==> src/rtl/core/tats_pkg.sv <==
// Shared types, codes and constants of the tick alarm table scheduler.
package tats_pkg;

  localparam int unsigned NUM_ENTRIES_DEF      = 16;
  localparam int unsigned TASK_ENTRIES_DEF     = 4;
  localparam int unsigned TICKS_PER_SECOND_DEF = 60;

  localparam int unsigned TIME_W   = 31;
  localparam int unsigned EXTRA_W  = 16;
  localparam int unsigned IDX_W    = 4;
  localparam int unsigned SECS_W   = 32;
  localparam int unsigned QUANT_W  = 8;
  localparam int unsigned CFG_IDX_W = 4;
  localparam int unsigned CFG_DAT_W = 32;

  localparam logic [TIME_W-1:0]  NO_ALARM      = 31'h7FFF_FFFF;
  localparam logic [TIME_W-1:0]  TIME_MAX      = 31'h7FFF_FFFE;
  localparam logic [QUANT_W-1:0] QUANTUM_RESET = 8'd10;

  localparam logic [CFG_IDX_W-1:0] CFG_SCHED_QUANTUM = 4'd0;
  localparam logic [CFG_IDX_W-1:0] CFG_BOOT_SECONDS  = 4'd1;

  typedef enum logic [1:0] {
    OP_TICK      = 2'd0,
    OP_SET_ALARM = 2'd1,
    OP_GET_TIME  = 2'd2
  } op_e;

  typedef enum logic [1:0] {
    KIND_TICK_DONE = 2'd0,
    KIND_FIRED     = 2'd1,
    KIND_SET       = 2'd2,
    KIND_TIME      = 2'd3
  } kind_e;

  typedef struct packed {
    logic in_ready;
    logic exec;
    logic prime;
    logic scan_adv;
    logic div_step;
    logic emit_final;
  } cmd_t;

  typedef struct packed {
    logic       in_fire;
    logic [1:0] in_op;
    logic [1:0] op;
    logic       need_scan;
    logic       scan_fire;
    logic       scan_last;
    logic       slot_free;
  } sts_t;

endpackage

==> src/rtl/core/tats_if.sv <==
// Channel interfaces: input items, result items and configuration writes.
interface tats_in_if;
  logic                        valid;
  logic                        ready;
  logic [1:0]                  opcode;
  logic [tats_pkg::EXTRA_W-1:0] extra_ticks;
  logic [tats_pkg::IDX_W-1:0]  entry_index;
  logic [tats_pkg::TIME_W-1:0] alarm_delta;
  logic                        billed_is_previous;

  modport source (output valid, opcode, extra_ticks, entry_index, alarm_delta,
                  billed_is_previous, input ready);
  modport sink   (input valid, opcode, extra_ticks, entry_index, alarm_delta,
                  billed_is_previous, output ready);
endinterface

interface tats_out_if;
  logic                        valid;
  logic                        ready;
  logic [1:0]                  kind;
  logic [tats_pkg::IDX_W-1:0]  fired_entry;
  logic [tats_pkg::SECS_W-1:0] seconds_now;
  logic                        schedule_request;
  logic                        last;

  modport source (output valid, kind, fired_entry, seconds_now, schedule_request,
                  last, input ready);
  modport sink   (input valid, kind, fired_entry, seconds_now, schedule_request,
                  last, output ready);
endinterface

interface tats_cfg_if;
  logic                           valid;
  logic                           ready;
  logic [tats_pkg::CFG_IDX_W-1:0] index;
  logic [tats_pkg::CFG_DAT_W-1:0] data;

  modport source (output valid, index, data, input ready);
  modport sink   (input valid, index, data, output ready);
endinterface

==> src/rtl/core/tats_datapath.sv <==
// Datapath: time, quantum, alarm table with valid bits, min scan, reciprocal divider, output register.
module tats_datapath #(
  parameter int unsigned NUM_ENTRIES      = tats_pkg::NUM_ENTRIES_DEF,
  parameter int unsigned TASK_ENTRIES     = tats_pkg::TASK_ENTRIES_DEF,
  parameter int unsigned TICKS_PER_SECOND = tats_pkg::TICKS_PER_SECOND_DEF
) (
  input  logic           clk_i,
  input  logic           rst_ni,
  tats_in_if.sink        in_i,
  tats_out_if.source     out_o,
  tats_cfg_if.sink       cfg_i,
  input  tats_pkg::cmd_t cmd_i,
  output tats_pkg::sts_t sts_o
);
  import tats_pkg::*;

  localparam int unsigned IW     = $clog2(NUM_ENTRIES);
  localparam int unsigned DIV_SH = TIME_W + $clog2(TICKS_PER_SECOND);
  localparam int unsigned PROD_W = TIME_W + 32;
  localparam logic [63:0] RECIP_WIDE =
    ((64'd1 << DIV_SH) + 64'(TICKS_PER_SECOND) - 64'd1) / 64'(TICKS_PER_SECOND);
  localparam logic [31:0] RECIP = RECIP_WIDE[31:0];

  logic [QUANT_W-1:0] sched_quantum_q;
  logic [SECS_W-1:0]  boot_seconds_q;

  logic [1:0]         op_q;
  logic [EXTRA_W-1:0] extra_q;
  logic [IDX_W-1:0]   idx_q;
  logic [TIME_W-1:0]  delta_q;
  logic               billed_q;

  logic [TIME_W-1:0]  current_time_q;
  logic [TIME_W-1:0]  nearest_q;
  logic [QUANT_W-1:0] quantum_count_q;
  logic               sched_q;

  logic [TIME_W-1:0]      mem [NUM_ENTRIES];
  logic [NUM_ENTRIES-1:0] valid_q;
  logic [TIME_W-1:0]      rdata_q;
  logic                   rvalid_q;
  logic [IW-1:0]          rd_addr;
  logic [IW-1:0]          scan_idx_q;
  logic [TIME_W-1:0]      min_q;

  logic [TIME_W-1:0]    quot_q;
  logic [PROD_W-1:0]    div_prod;

  logic               out_valid_q;
  logic [1:0]         out_kind_q;
  logic [IDX_W-1:0]   out_entry_q;
  logic [SECS_W-1:0]  out_secs_q;
  logic               out_sched_q;
  logic               out_last_q;

  logic [TIME_W:0]    tick_sum;
  logic [TIME_W-1:0]  tick_time;
  logic [TIME_W:0]    set_sum;
  logic [TIME_W-1:0]  set_deadline;
  logic               set_in_range;
  logic [IW-1:0]      set_addr;
  logic               mem_we;
  logic [QUANT_W-1:0] quant_dec;
  logic               is_tick;
  logic [TIME_W-1:0]  eff;
  logic               expired;
  logic [TIME_W-1:0]  min_new;
  logic               scan_last;
  logic               scan_fire;
  logic               slot_free;
  logic [SECS_W:0]    secs_sum;
  logic [SECS_W-1:0]  secs_sat;
  logic               fire_load;

  assign in_i.ready  = cmd_i.in_ready;
  assign cfg_i.ready = 1'b1;

  assign is_tick      = (op_q == OP_TICK);
  assign tick_sum     = {1'b0, current_time_q} + (TIME_W+1)'(extra_q) + 32'd1;
  assign tick_time    = (tick_sum > {1'b0, TIME_MAX}) ? TIME_MAX : tick_sum[TIME_W-1:0];
  assign set_sum      = {1'b0, current_time_q} + {1'b0, delta_q};
  assign set_deadline = (set_sum > {1'b0, NO_ALARM}) ? NO_ALARM : set_sum[TIME_W-1:0];
  assign set_in_range = (32'(idx_q) < NUM_ENTRIES);
  assign set_addr     = IW'(idx_q);
  assign mem_we       = cmd_i.exec && !is_tick && set_in_range;
  assign quant_dec    = quantum_count_q - 8'd1;

  assign eff       = rvalid_q ? rdata_q : NO_ALARM;
  assign expired   = is_tick && (eff <= current_time_q);
  assign min_new   = (!expired && (eff < min_q)) ? eff : min_q;
  assign scan_last = (scan_idx_q == IW'(NUM_ENTRIES - 1));
  assign scan_fire = expired && (32'(scan_idx_q) < TASK_ENTRIES);
  assign slot_free = !out_valid_q || out_o.ready;
  assign fire_load = cmd_i.scan_adv && scan_fire;

  always_comb begin
    if (cmd_i.prime) begin
      rd_addr = '0;
    end else if (cmd_i.scan_adv && !scan_last) begin
      rd_addr = scan_idx_q + 1'b1;
    end else begin
      rd_addr = scan_idx_q;
    end
  end

  // exact quotient for any time below 2**TIME_W
  assign div_prod = PROD_W'(current_time_q) * PROD_W'(RECIP);
  assign secs_sum = {1'b0, boot_seconds_q} + (SECS_W+1)'(quot_q);
  assign secs_sat = secs_sum[SECS_W] ? '1 : secs_sum[SECS_W-1:0];

  assign sts_o.in_fire   = in_i.valid && in_i.ready;
  assign sts_o.in_op     = in_i.opcode;
  assign sts_o.op        = op_q;
  assign sts_o.need_scan = (nearest_q <= tick_time);
  assign sts_o.scan_fire = scan_fire;
  assign sts_o.scan_last = scan_last;
  assign sts_o.slot_free = slot_free;

  assign out_o.valid            = out_valid_q;
  assign out_o.kind             = out_kind_q;
  assign out_o.fired_entry      = out_entry_q;
  assign out_o.seconds_now      = out_secs_q;
  assign out_o.schedule_request = out_sched_q;
  assign out_o.last             = out_last_q;

  always_ff @(posedge clk_i) begin
    if (mem_we) begin
      mem[set_addr] <= set_deadline;
    end
    rdata_q <= mem[rd_addr];
  end

  always_ff @(posedge clk_i) begin
    if (sts_o.in_fire) begin
      op_q     <= in_i.opcode;
      extra_q  <= in_i.extra_ticks;
      idx_q    <= in_i.entry_index;
      delta_q  <= in_i.alarm_delta;
      billed_q <= in_i.billed_is_previous;
    end
    if (cmd_i.prime) begin
      min_q <= NO_ALARM;
    end else if (cmd_i.scan_adv) begin
      min_q <= min_new;
    end
    if (cmd_i.div_step) begin
      quot_q <= TIME_W'(div_prod >> DIV_SH);
    end
    if (fire_load) begin
      out_kind_q  <= KIND_FIRED;
      out_entry_q <= IDX_W'(scan_idx_q);
      out_secs_q  <= '0;
      out_sched_q <= 1'b0;
      out_last_q  <= 1'b0;
    end else if (cmd_i.emit_final) begin
      out_entry_q <= '0;
      out_last_q  <= 1'b1;
      case (op_q)
        OP_TICK: begin
          out_kind_q  <= KIND_TICK_DONE;
          out_secs_q  <= '0;
          out_sched_q <= sched_q;
        end
        OP_SET_ALARM: begin
          out_kind_q  <= KIND_SET;
          out_secs_q  <= '0;
          out_sched_q <= 1'b0;
        end
        default: begin
          out_kind_q  <= KIND_TIME;
          out_secs_q  <= secs_sat;
          out_sched_q <= 1'b0;
        end
      endcase
    end
  end

  always_ff @(posedge clk_i or negedge rst_ni) begin
    if (!rst_ni) begin
      sched_quantum_q <= QUANTUM_RESET;
      boot_seconds_q  <= '0;
      current_time_q  <= '0;
      nearest_q       <= NO_ALARM;
      quantum_count_q <= QUANTUM_RESET;
      sched_q         <= 1'b0;
      valid_q         <= '0;
      rvalid_q        <= 1'b0;
      scan_idx_q      <= '0;
      out_valid_q     <= 1'b0;
    end else begin
      if (cfg_i.valid && cfg_i.ready) begin
        if (cfg_i.index == CFG_SCHED_QUANTUM) begin
          sched_quantum_q <= cfg_i.data[QUANT_W-1:0];
        end else if (cfg_i.index == CFG_BOOT_SECONDS) begin
          boot_seconds_q <= cfg_i.data;
        end
      end
      if (cmd_i.exec && is_tick) begin
        current_time_q <= tick_time;
        if (quant_dec == '0) begin
          quantum_count_q <= sched_quantum_q;
          sched_q         <= billed_q;
        end else begin
          quantum_count_q <= quant_dec;
          sched_q         <= 1'b0;
        end
      end
      if (mem_we) begin
        valid_q[set_addr] <= 1'b1;
      end
      rvalid_q <= valid_q[rd_addr];
      if (cmd_i.prime) begin
        scan_idx_q <= '0;
      end else if (cmd_i.scan_adv) begin
        scan_idx_q <= scan_idx_q + 1'b1;
        if (expired) begin
          valid_q[scan_idx_q] <= 1'b0;
        end
        if (scan_last) begin
          nearest_q <= min_new;
        end
      end
      if (fire_load || cmd_i.emit_final) begin
        out_valid_q <= 1'b1;
      end else if (out_o.ready) begin
        out_valid_q <= 1'b0;
      end
    end
  end

endmodule

==> src/rtl/core/tats_ctrl.sv <==
// Controller: sequences accept, execute, table scan, division and final result.
module tats_ctrl (
  input  logic           clk_i,
  input  logic           rst_ni,
  input  tats_pkg::sts_t sts_i,
  output tats_pkg::cmd_t cmd_o
);
  import tats_pkg::*;

  typedef enum logic [2:0] {
    ST_IDLE,
    ST_EXEC,
    ST_PRIME,
    ST_SCAN,
    ST_DIV,
    ST_DONE
  } state_e;

  state_e state_q;
  state_e state_d;
  logic   adv;

  assign adv = !sts_i.scan_fire || sts_i.slot_free;

  always_comb begin
    cmd_o   = '0;
    state_d = state_q;
    case (state_q)
      ST_IDLE: begin
        cmd_o.in_ready = 1'b1;
        if (sts_i.in_fire) begin
          case (sts_i.in_op)
            OP_TICK, OP_SET_ALARM: state_d = ST_EXEC;
            OP_GET_TIME:           state_d = ST_DIV;
            default:               state_d = ST_IDLE;
          endcase
        end
      end
      ST_EXEC: begin
        cmd_o.exec = 1'b1;
        if (sts_i.op == OP_TICK && !sts_i.need_scan) begin
          state_d = ST_DONE;
        end else begin
          state_d = ST_PRIME;
        end
      end
      ST_PRIME: begin
        cmd_o.prime = 1'b1;
        state_d     = ST_SCAN;
      end
      ST_SCAN: begin
        cmd_o.scan_adv = adv;
        if (adv && sts_i.scan_last) begin
          state_d = ST_DONE;
        end
      end
      ST_DIV: begin
        cmd_o.div_step = 1'b1;
        state_d        = ST_DONE;
      end
      ST_DONE: begin
        cmd_o.emit_final = sts_i.slot_free;
        if (sts_i.slot_free) begin
          state_d = ST_IDLE;
        end
      end
      default: state_d = ST_IDLE;
    endcase
  end

  always_ff @(posedge clk_i or negedge rst_ni) begin
    if (!rst_ni) begin
      state_q <= ST_IDLE;
    end else begin
      state_q <= state_d;
    end
  end

endmodule

==> src/rtl/core/tick_alarm_table_scheduler.sv <==
// Top level: tick-driven alarm table scheduler, controller plus datapath.
// Tick without expiry runs execute then done; get time runs divide then done. Tick with expiry
// or set alarm runs execute, prime, scan and done, reading one table entry per cycle through the
// single read port; a full output stalls the scan. Done registers the result, then idle accepts.
// Get time divides by TICKS_PER_SECOND with one registered reciprocal multiply.
// Reset: time 0, no alarms (entry valid bits cleared at once), quantum count 10.
module tick_alarm_table_scheduler #(
  parameter int unsigned NUM_ENTRIES      = tats_pkg::NUM_ENTRIES_DEF,
  parameter int unsigned TASK_ENTRIES     = tats_pkg::TASK_ENTRIES_DEF,
  parameter int unsigned TICKS_PER_SECOND = tats_pkg::TICKS_PER_SECOND_DEF
) (
  input  logic       clk_i,
  input  logic       rst_ni,
  tats_in_if.sink    in_i,
  tats_out_if.source out_o,
  tats_cfg_if.sink   cfg_i
);
  import tats_pkg::*;

  cmd_t cmd;
  sts_t sts;

  tats_datapath #(
    .NUM_ENTRIES      (NUM_ENTRIES),
    .TASK_ENTRIES     (TASK_ENTRIES),
    .TICKS_PER_SECOND (TICKS_PER_SECOND)
  ) u_datapath (
    .clk_i  (clk_i),
    .rst_ni (rst_ni),
    .in_i   (in_i),
    .out_o  (out_o),
    .cfg_i  (cfg_i),
    .cmd_i  (cmd),
    .sts_o  (sts)
  );

  tats_ctrl u_ctrl (
    .clk_i  (clk_i),
    .rst_ni (rst_ni),
    .sts_i  (sts),
    .cmd_o  (cmd)
  );

endmodule

==> src/flat_wrapper.sv <==
// flat-port wrapper written by rule: the top's interface ports become plain ports
module tick_alarm_table_scheduler_flat import tats_pkg::*;
#(
  parameter int unsigned NUM_ENTRIES      = tats_pkg::NUM_ENTRIES_DEF,
  parameter int unsigned TASK_ENTRIES     = tats_pkg::TASK_ENTRIES_DEF,
  parameter int unsigned TICKS_PER_SECOND = tats_pkg::TICKS_PER_SECOND_DEF
)
  (clk_i, rst_ni, in_i_valid, in_i_opcode, in_i_extra_ticks, in_i_entry_index, in_i_alarm_delta, in_i_billed_is_previous, in_i_ready, out_o_valid, out_o_kind, out_o_fired_entry, out_o_seconds_now, out_o_schedule_request, out_o_last, out_o_ready, cfg_i_valid, cfg_i_index, cfg_i_data, cfg_i_ready);
  tats_in_if in_i_i ();
  tats_out_if out_o_i ();
  tats_cfg_if cfg_i_i ();
  input  logic clk_i;
  input  logic rst_ni;
  input wire logic [$bits(in_i_i.valid)-1:0] in_i_valid;
  input wire logic [$bits(in_i_i.opcode)-1:0] in_i_opcode;
  input wire logic [$bits(in_i_i.extra_ticks)-1:0] in_i_extra_ticks;
  input wire logic [$bits(in_i_i.entry_index)-1:0] in_i_entry_index;
  input wire logic [$bits(in_i_i.alarm_delta)-1:0] in_i_alarm_delta;
  input wire logic [$bits(in_i_i.billed_is_previous)-1:0] in_i_billed_is_previous;
  output wire logic [$bits(in_i_i.ready)-1:0] in_i_ready;
  output wire logic [$bits(out_o_i.valid)-1:0] out_o_valid;
  output wire logic [$bits(out_o_i.kind)-1:0] out_o_kind;
  output wire logic [$bits(out_o_i.fired_entry)-1:0] out_o_fired_entry;
  output wire logic [$bits(out_o_i.seconds_now)-1:0] out_o_seconds_now;
  output wire logic [$bits(out_o_i.schedule_request)-1:0] out_o_schedule_request;
  output wire logic [$bits(out_o_i.last)-1:0] out_o_last;
  input wire logic [$bits(out_o_i.ready)-1:0] out_o_ready;
  input wire logic [$bits(cfg_i_i.valid)-1:0] cfg_i_valid;
  input wire logic [$bits(cfg_i_i.index)-1:0] cfg_i_index;
  input wire logic [$bits(cfg_i_i.data)-1:0] cfg_i_data;
  output wire logic [$bits(cfg_i_i.ready)-1:0] cfg_i_ready;
  assign in_i_i.valid = in_i_valid;
  assign in_i_i.opcode = in_i_opcode;
  assign in_i_i.extra_ticks = in_i_extra_ticks;
  assign in_i_i.entry_index = in_i_entry_index;
  assign in_i_i.alarm_delta = in_i_alarm_delta;
  assign in_i_i.billed_is_previous = in_i_billed_is_previous;
  assign in_i_ready = in_i_i.ready;
  assign out_o_valid = out_o_i.valid;
  assign out_o_kind = out_o_i.kind;
  assign out_o_fired_entry = out_o_i.fired_entry;
  assign out_o_seconds_now = out_o_i.seconds_now;
  assign out_o_schedule_request = out_o_i.schedule_request;
  assign out_o_last = out_o_i.last;
  assign out_o_i.ready = out_o_ready;
  assign cfg_i_i.valid = cfg_i_valid;
  assign cfg_i_i.index = cfg_i_index;
  assign cfg_i_i.data = cfg_i_data;
  assign cfg_i_ready = cfg_i_i.ready;
  tick_alarm_table_scheduler #(.NUM_ENTRIES(NUM_ENTRIES), .TASK_ENTRIES(TASK_ENTRIES), .TICKS_PER_SECOND(TICKS_PER_SECOND)) u_core (.clk_i(clk_i), .rst_ni(rst_ni), .in_i(in_i_i), .out_o(out_o_i), .cfg_i(cfg_i_i));
endmodule
==> config.mk <==
export PLATFORM = sky130hd
export DESIGN_NAME = tick_alarm_table_scheduler_flat
export DESIGN_NICKNAME = d
export VERILOG_FILES = /design/src/rtl/core/tats_pkg.sv /design/src/rtl/core/tats_if.sv /design/src/rtl/core/tats_datapath.sv /design/src/rtl/core/tats_ctrl.sv /design/src/rtl/core/tick_alarm_table_scheduler.sv /design/src/flat_wrapper.sv
export SDC_FILE = /design/constraint.sdc
export NUM_CORES = 2
export LEC_CHECK = 0
export ABC_AREA = 1
export CORE_MARGIN = 2
export CORE_UTILIZATION = 50
export DETAILED_ROUTE_END_ITERATION = 10
export DONT_BUFFER_PORTS = 1
export SETUP_SLACK_MARGIN = 0.05
export SYNTH_ARGS = -nofsm -noshare
export SYNTH_HDL_FRONTEND = slang
export SYNTH_SLANG_ARGS = --single-unit
==> constraint.sdc <==
create_clock -name clk_i -period 6.6 [get_ports clk_i]
set_clock_uncertainty 0.15 [all_clocks]
set_input_delay 1.32 -clock clk_i [delete_from_list [all_inputs] [get_ports clk_i]]
set_output_delay 1.32 -clock clk_i [all_outputs]
set_load 0.01 [all_outputs]
; Word level (Yosys, flattened, before mapping)
; Memory sizes are Yosys's and may differ from the RTL's. A register that Yosys moved wholly into a read port is not among the register bits.
; Index checks and enable logic that the tools add are counted.
[op_classes]
addsub = 6
multipliers = 1
magnitude_cmp = 11
n_eq_ne = 13
mux = 42
n_bitwise = 5
n_reduce_logical = 35
[ops]
columns = operator, count
row1 = $mux 31, 4
row2 = $gt 32x31->1 const B, 2
row3 = $mux 16, 4
row4 = $mux 32, 2
row5 = $mul 31x32->63 const B, 1
row6 = $le 31x31->1, 2
row7 = $add 32x26->33, 1
row8 = $add 31x16->32, 1
row9 = $add 31x31->32, 1
row10 = $add 32x1->32 const B, 1
row11 = $lt 31x31->1, 1
row12 = $mux 4, 6
row13 = $pmux 3 s6, 1
row14 = $and 16x16->16, 1
row15 = $not 16->16, 1
row16 = $or 16x16->16, 1
row17 = $lt 4x5->1 const B, 3
row18 = $mux 1, 15
row19 = $logic_and 1x1->1, 12
row20 = $mux 3, 4
row21 = $reduce_and 3->1, 3
row22 = $demux 1 s4, 2
row23 = $ge 4x1->1 const B, 2
row24 = $logic_not 8->1, 1
row25 = 25 further kinds, 41
[word_totals]
register_bits = 287
ramBits = 496
input_bits = 95
output_inout_bits = 43
memories = 1
[memory_table]
columns = name, depth, word_bits, rd, rd_clocked_by_memory_dff, write_ports, line_no
row1 = u_core.u_datapath.mem, 16, 31, 1, 1, 1, tats_datapath.sv:38  ; logic [TIME_W-1:0] mem [NUM_ENTRIES];

; Logic depth before layout (Yosys ltp)
[depth]
ltp_word = 12
depth_mapped = 36
ltp_nobuf = 35

; Cells and area by module
; Synthesis repeated with hierarchy kept, for this count alone.
[unflattened]
cells_unflattened = 5413
area_unflattened_um2 = 49204.7
[modules_own_cells]
columns = mod, instances, cells_per_inst, area_each_um2, seq_area_each_um2
row1 = tats_datapath, 1, 5359, 48913.2, 22750.6
row2 = tats_ctrl, 1, 54, 291.5, 75.1

; Worst setup path after synthesis
; Ideal clock, no wire load.
[synth_timing]
path_kind = input to register
start = in in_i_valid
end = reg u_core.u_datapath.billed_q, enable pin
arrival_ns = 5.042
required_ns = 5.918
setup_slack_ns = 0.875
cell_stages = 2
cell_sequence = inv_1 -> nor3_1
[synth_lines]
columns = element, line_no
row1 = start: declaration, flat_wrapper.sv:14  ; input wire logic [$bits(in_i_i.valid)-1:0] in_i_valid;
row2 = end signal: assignment, tats_datapath.sv:139  ; billed_q <= in_i.billed_is_previous;
row3 = end: declaration, tats_datapath.sv:31  ; logic billed_q;

; Worst setup path after layout
[layout_timing]
start = reg u_core.u_datapath.current_time_q[23]
end = reg u_core.u_datapath.quot_q[18], data pin
[layout_between]
elab_chain_cells = 1
[layout_lines]
columns = element, line_no
row1 = start: declaration, tats_datapath.sv:33  ; logic [TIME_W-1:0] current_time_q;
row2 = start signal: assignment, tats_datapath.sv:199  ; current_time_q <= tick_time;
row3 = $mul 31x32->63, tats_datapath.sv:107  ; assign div_prod = PROD_W'(current_time_q) * PROD_W'(RECIP);
row4 = named net u_core.u_datapath.div_prod[55], tats_datapath.sv:47  ; logic [PROD_W-1:0] div_prod;
row5 = end signal: assignment, tats_datapath.sv:147  ; quot_q <= TIME_W'(div_prod >> DIV_SH);
row6 = end: declaration, tats_datapath.sv:46  ; logic [TIME_W-1:0] quot_q;
; The timed path passes the listed nets, and every way through them passes these cells.
; A chain may end at the register's enable or synchronous reset.

==> flow_summary.ini <==
[pwr]
combinationalPowerShare = 0.596
power_frac_clock = 0.168
power_density_nw_per_um2 = 583
p_switching_uw = 15400
power.leakage_uw = 0.0262
p_int_uw = 16400
pwr-share-seq = 0.236
switching_share = 0.486
vdd_drop_max_mv = 0.677

[outcome]
status = completed

[floorplanning]
ios = 138
fp.coreArea_um2 = 98600
die_y_um = 320
start_util = 0.506
die_x_um = 320
rows = 115
die_area_um2 = 102000

[drt]
wl_met1_um = 64800
wl_um = 141000
wl_per_cell_um = 20.5
wl_met3_um = 11800
top_layer_used = met5
firstDrtPassIters = 6
route.met2.wl_um = 60300
drtIter0Drc = 3638
drc_errors = 0
drtAntennaViolNets = 0
via_per_inst = 5.53
vias = 38100

[critical_path]
crit_path_end_kind = register
worst-setup-path-type = reg2reg
critPathMaxFanout = 9
worst-endpoint-arrival_ns = 6.42
critPathLaunchType = register
rrSetupSlack_ns = 0.46
critPathRequiredTime_ns = 6.88
reg2regPathDepth = 21
timing.rr.start = u_core.u_datapath.current_time_q[23]
rr_endpoint = u_core.u_datapath.quot_q[18]

[job]
cap_violations = 0

[clock_network]
clock-root-buffer = clkbuf_16
cts_num_sinks = 814
cts.repair.resized = 0
clock_path_buffers = 3
clk_pin_slew_worst_paths_ns = 0.06
h-tree-depth = 3
clk_latency_ns = 0.69
cts_setup_buffers = 0
hold_buffers = 0
cts_buffers = 93
cts_tree = done

[placement]
hpwl_um = 92800
gp_congestion = 0.933
portBuffers = 0

[yosys]
synth_ff_type = edfxtp_1
synth_edf_count = 580
yosys-top-cells-count = inv_1 (1055), nand2_1 (932), edfxtp_1 (580), nand3_1 (527), ha_1 (425)
yosysMostFrequentCell = inv_1
synth-seq-cells = 814
postSynthCellCount = 5548
ys_seq_area_frac = 0.458
synthTopCellsByArea = edfxtp_1 (35%), ha_1 (11%), inv_1 (7.9%)
synth_top_area_share = 0.350
netlist_area_um2 = 49800
synth-async-reset-ratio = 0.167
synth.avg_cell_area_um2 = 8.98
yosysWarnings = 0
yosys.cell_types.count = 64
synth_top_cell_by_area = edfxtp_1

[timing]
relSlewSlack = 0.0552
fin_tns_setup_ns = 0
fmax_mhz = 163
finalCritPeriodShare = 0.931
hold_violations = 0
setup_viol = 0
finalCriticalPeriod_ns = 6.14
slew_viol_final = 0
rsz0062_at_grt = no
hold_ws_ns = 0.189
tightest_slew_ns = 1.42

[global_route]
grt.overflow.total = 0
grt_pass1_vias = 36200
grt_antenna_before_repair = 6
grt_max_degree = 196
grt_pass1_wl_um = 216000
grt_util_all_layers = 0.276

[cells_and_area]
nNetsFinal = 6157
drive_above_1_share = 0.0663
filler_cell_count = 8897
syn2layout_area_growth_pct = 9.53

[hold_path]
hold_class = in2async
cells by family after synthesis:
| kind of cell | share of synthesized area |
|---|---|
| AO/OA/AOI/OAI | 0.0631 |
| XOR/XNOR | 0.0165 |
| adder cells (fa/ha/maj) | 0.156 |
| buffers and inverters | 0.0997 |
| flip-flops | 0.458 |
| multiplexers | 0.00429 |
| other | 0.000151 |
| AND/OR/NAND/NOR | 0.202 |
registers in the layout, indices dropped and copies added (netlist names), 2 cells and up:
register,flops
u_core.u_datapath.mem,496
u_core.u_datapath.boot_seconds_q,32
u_core.u_datapath.out_o.seconds_now,32
u_core.u_datapath.current_time_q,31
u_core.u_datapath.delta_q,31
u_core.u_datapath.min_q,31
u_core.u_datapath.nearest_q,31
u_core.u_datapath.rdata_q,31
u_core.u_datapath.quot_q,26
u_core.u_datapath.extra_q,16
u_core.u_datapath.valid_q,16
u_core.u_datapath.quantum_count_q,8
u_core.u_datapath.sched_quantum_q,8
u_core.u_datapath.idx_q,4
u_core.u_datapath.out_o.fired_entry,4
u_core.u_datapath.scan_idx_q,4
u_core.u_ctrl.state_q,3
u_core.u_datapath.op_q,2
u_core.u_datapath.out_o.kind,2
cell type report:
class                      count  area (um^2)  area share
tap                         1287         1610      0.0295
antenna                        4         10.0    0.000183
inverter                    1060         3990      0.0731
multi-input combinational   3464        22200       0.407
sequential                   814        22800       0.418
timing repair buffer          81          733      0.0134
clock buffer                 129         2650      0.0485
clock inverter                45          524     0.00961
worst max path at each step:
| stage | to | slack (ns) | start | cells past startpoint |
|---|---|---|---|---|
| global placement | u_core.u_datapath.quot_q[13] | 0.56 | u_core.u_datapath.current_time_q[23] | 22 |
| global route | u_core.u_datapath.quot_q[13] | 0.11 | u_core.u_datapath.current_time_q[23] | 22 |
| finish | u_core.u_datapath.quot_q[18] | 0.46 | u_core.u_datapath.current_time_q[23] | 21 |
| floorplan | u_core.u_datapath.billed_q | 0.88 | in_i_valid | 2 |
| CTS | u_core.u_datapath.quot_q[18] | 0.48 | u_core.u_datapath.current_time_q[23] | 21 |
| detailed placement | u_core.u_datapath.quot_q[18] | 0.49 | u_core.u_datapath.current_time_q[30] | 22 |
power by group through the flow:
stage               Sequential (uW)  Combinational [uW]  Clock, uW
global placement               7580               18600          0
CTS                            7490               18900       5440
floorplan                      7440               13500          0
finish                         7500               18900       5350
detailed placement             7590               18700          0
global route                   7560               21500       5630
metrics by stage:
stage                     worst slack, ns  power, uW  area, um^2  std cells  utilization
after floorplan                     0.875      21000       49800       5549            -
after global placement              0.564      26200       51400       6706        0.521
after detailed placement            0.490      26300       51400       6706        0.521
after CTS                           0.483      31800       54600       6880        0.554
after global routing                0.113      34700       54600       6882        0.554
final                               0.455      31800       54600       6884        0.554
cells in the final DEF, fill, tap and decap left out, types with 71 or more instances in the layout:
| master | count |
|---|---|
| clkbuf_16 | 98 |
| dfrtp_1 | 101 |
| edfxtp_1 | 580 |
| nand4_1 | 286 |
| nand3_1 | 525 |
| ha_1 | 425 |
| inv_1 | 1054 |
| nand2_1 | 932 |
| nor2_1 | 337 |
| o21ai_0 | 138 |
| a21oi_1 | 313 |
| buf_4 | 71 |
| fa_1 | 123 |
| dfxtp_1 | 98 |
routing by layer:
metal | track usage | up-vias
met5 | 0 | -
met1 | 0.406 | 18100
met3 | 0.0579 | 220
li1 | - | 18400
met2 | 0.410 | 1325
met4 | 0.0797 | 6
worst max-delay path: stages (launching register included):
cell	delay, ns
dfrtp_1	0.59
inv_1	0.20
fa_1	0.58
inv_1	0.06
fa_1	0.50
inv_1	0.06
fa_1	0.50
inv_1	0.06
fa_1	0.54
fa_1	0.43
ha_1	0.30
ha_1	0.32
nand2_1	0.10
nor2_1	0.16
inv_1	0.10
nor4_1	0.37
nand3b_1	0.13
o2111ai_1	0.24
nand2_1	0.10
o211ai_1	0.15
a21oi_1	0.12
xnor2_1	0.13
(Power assumes the default switching activity.)
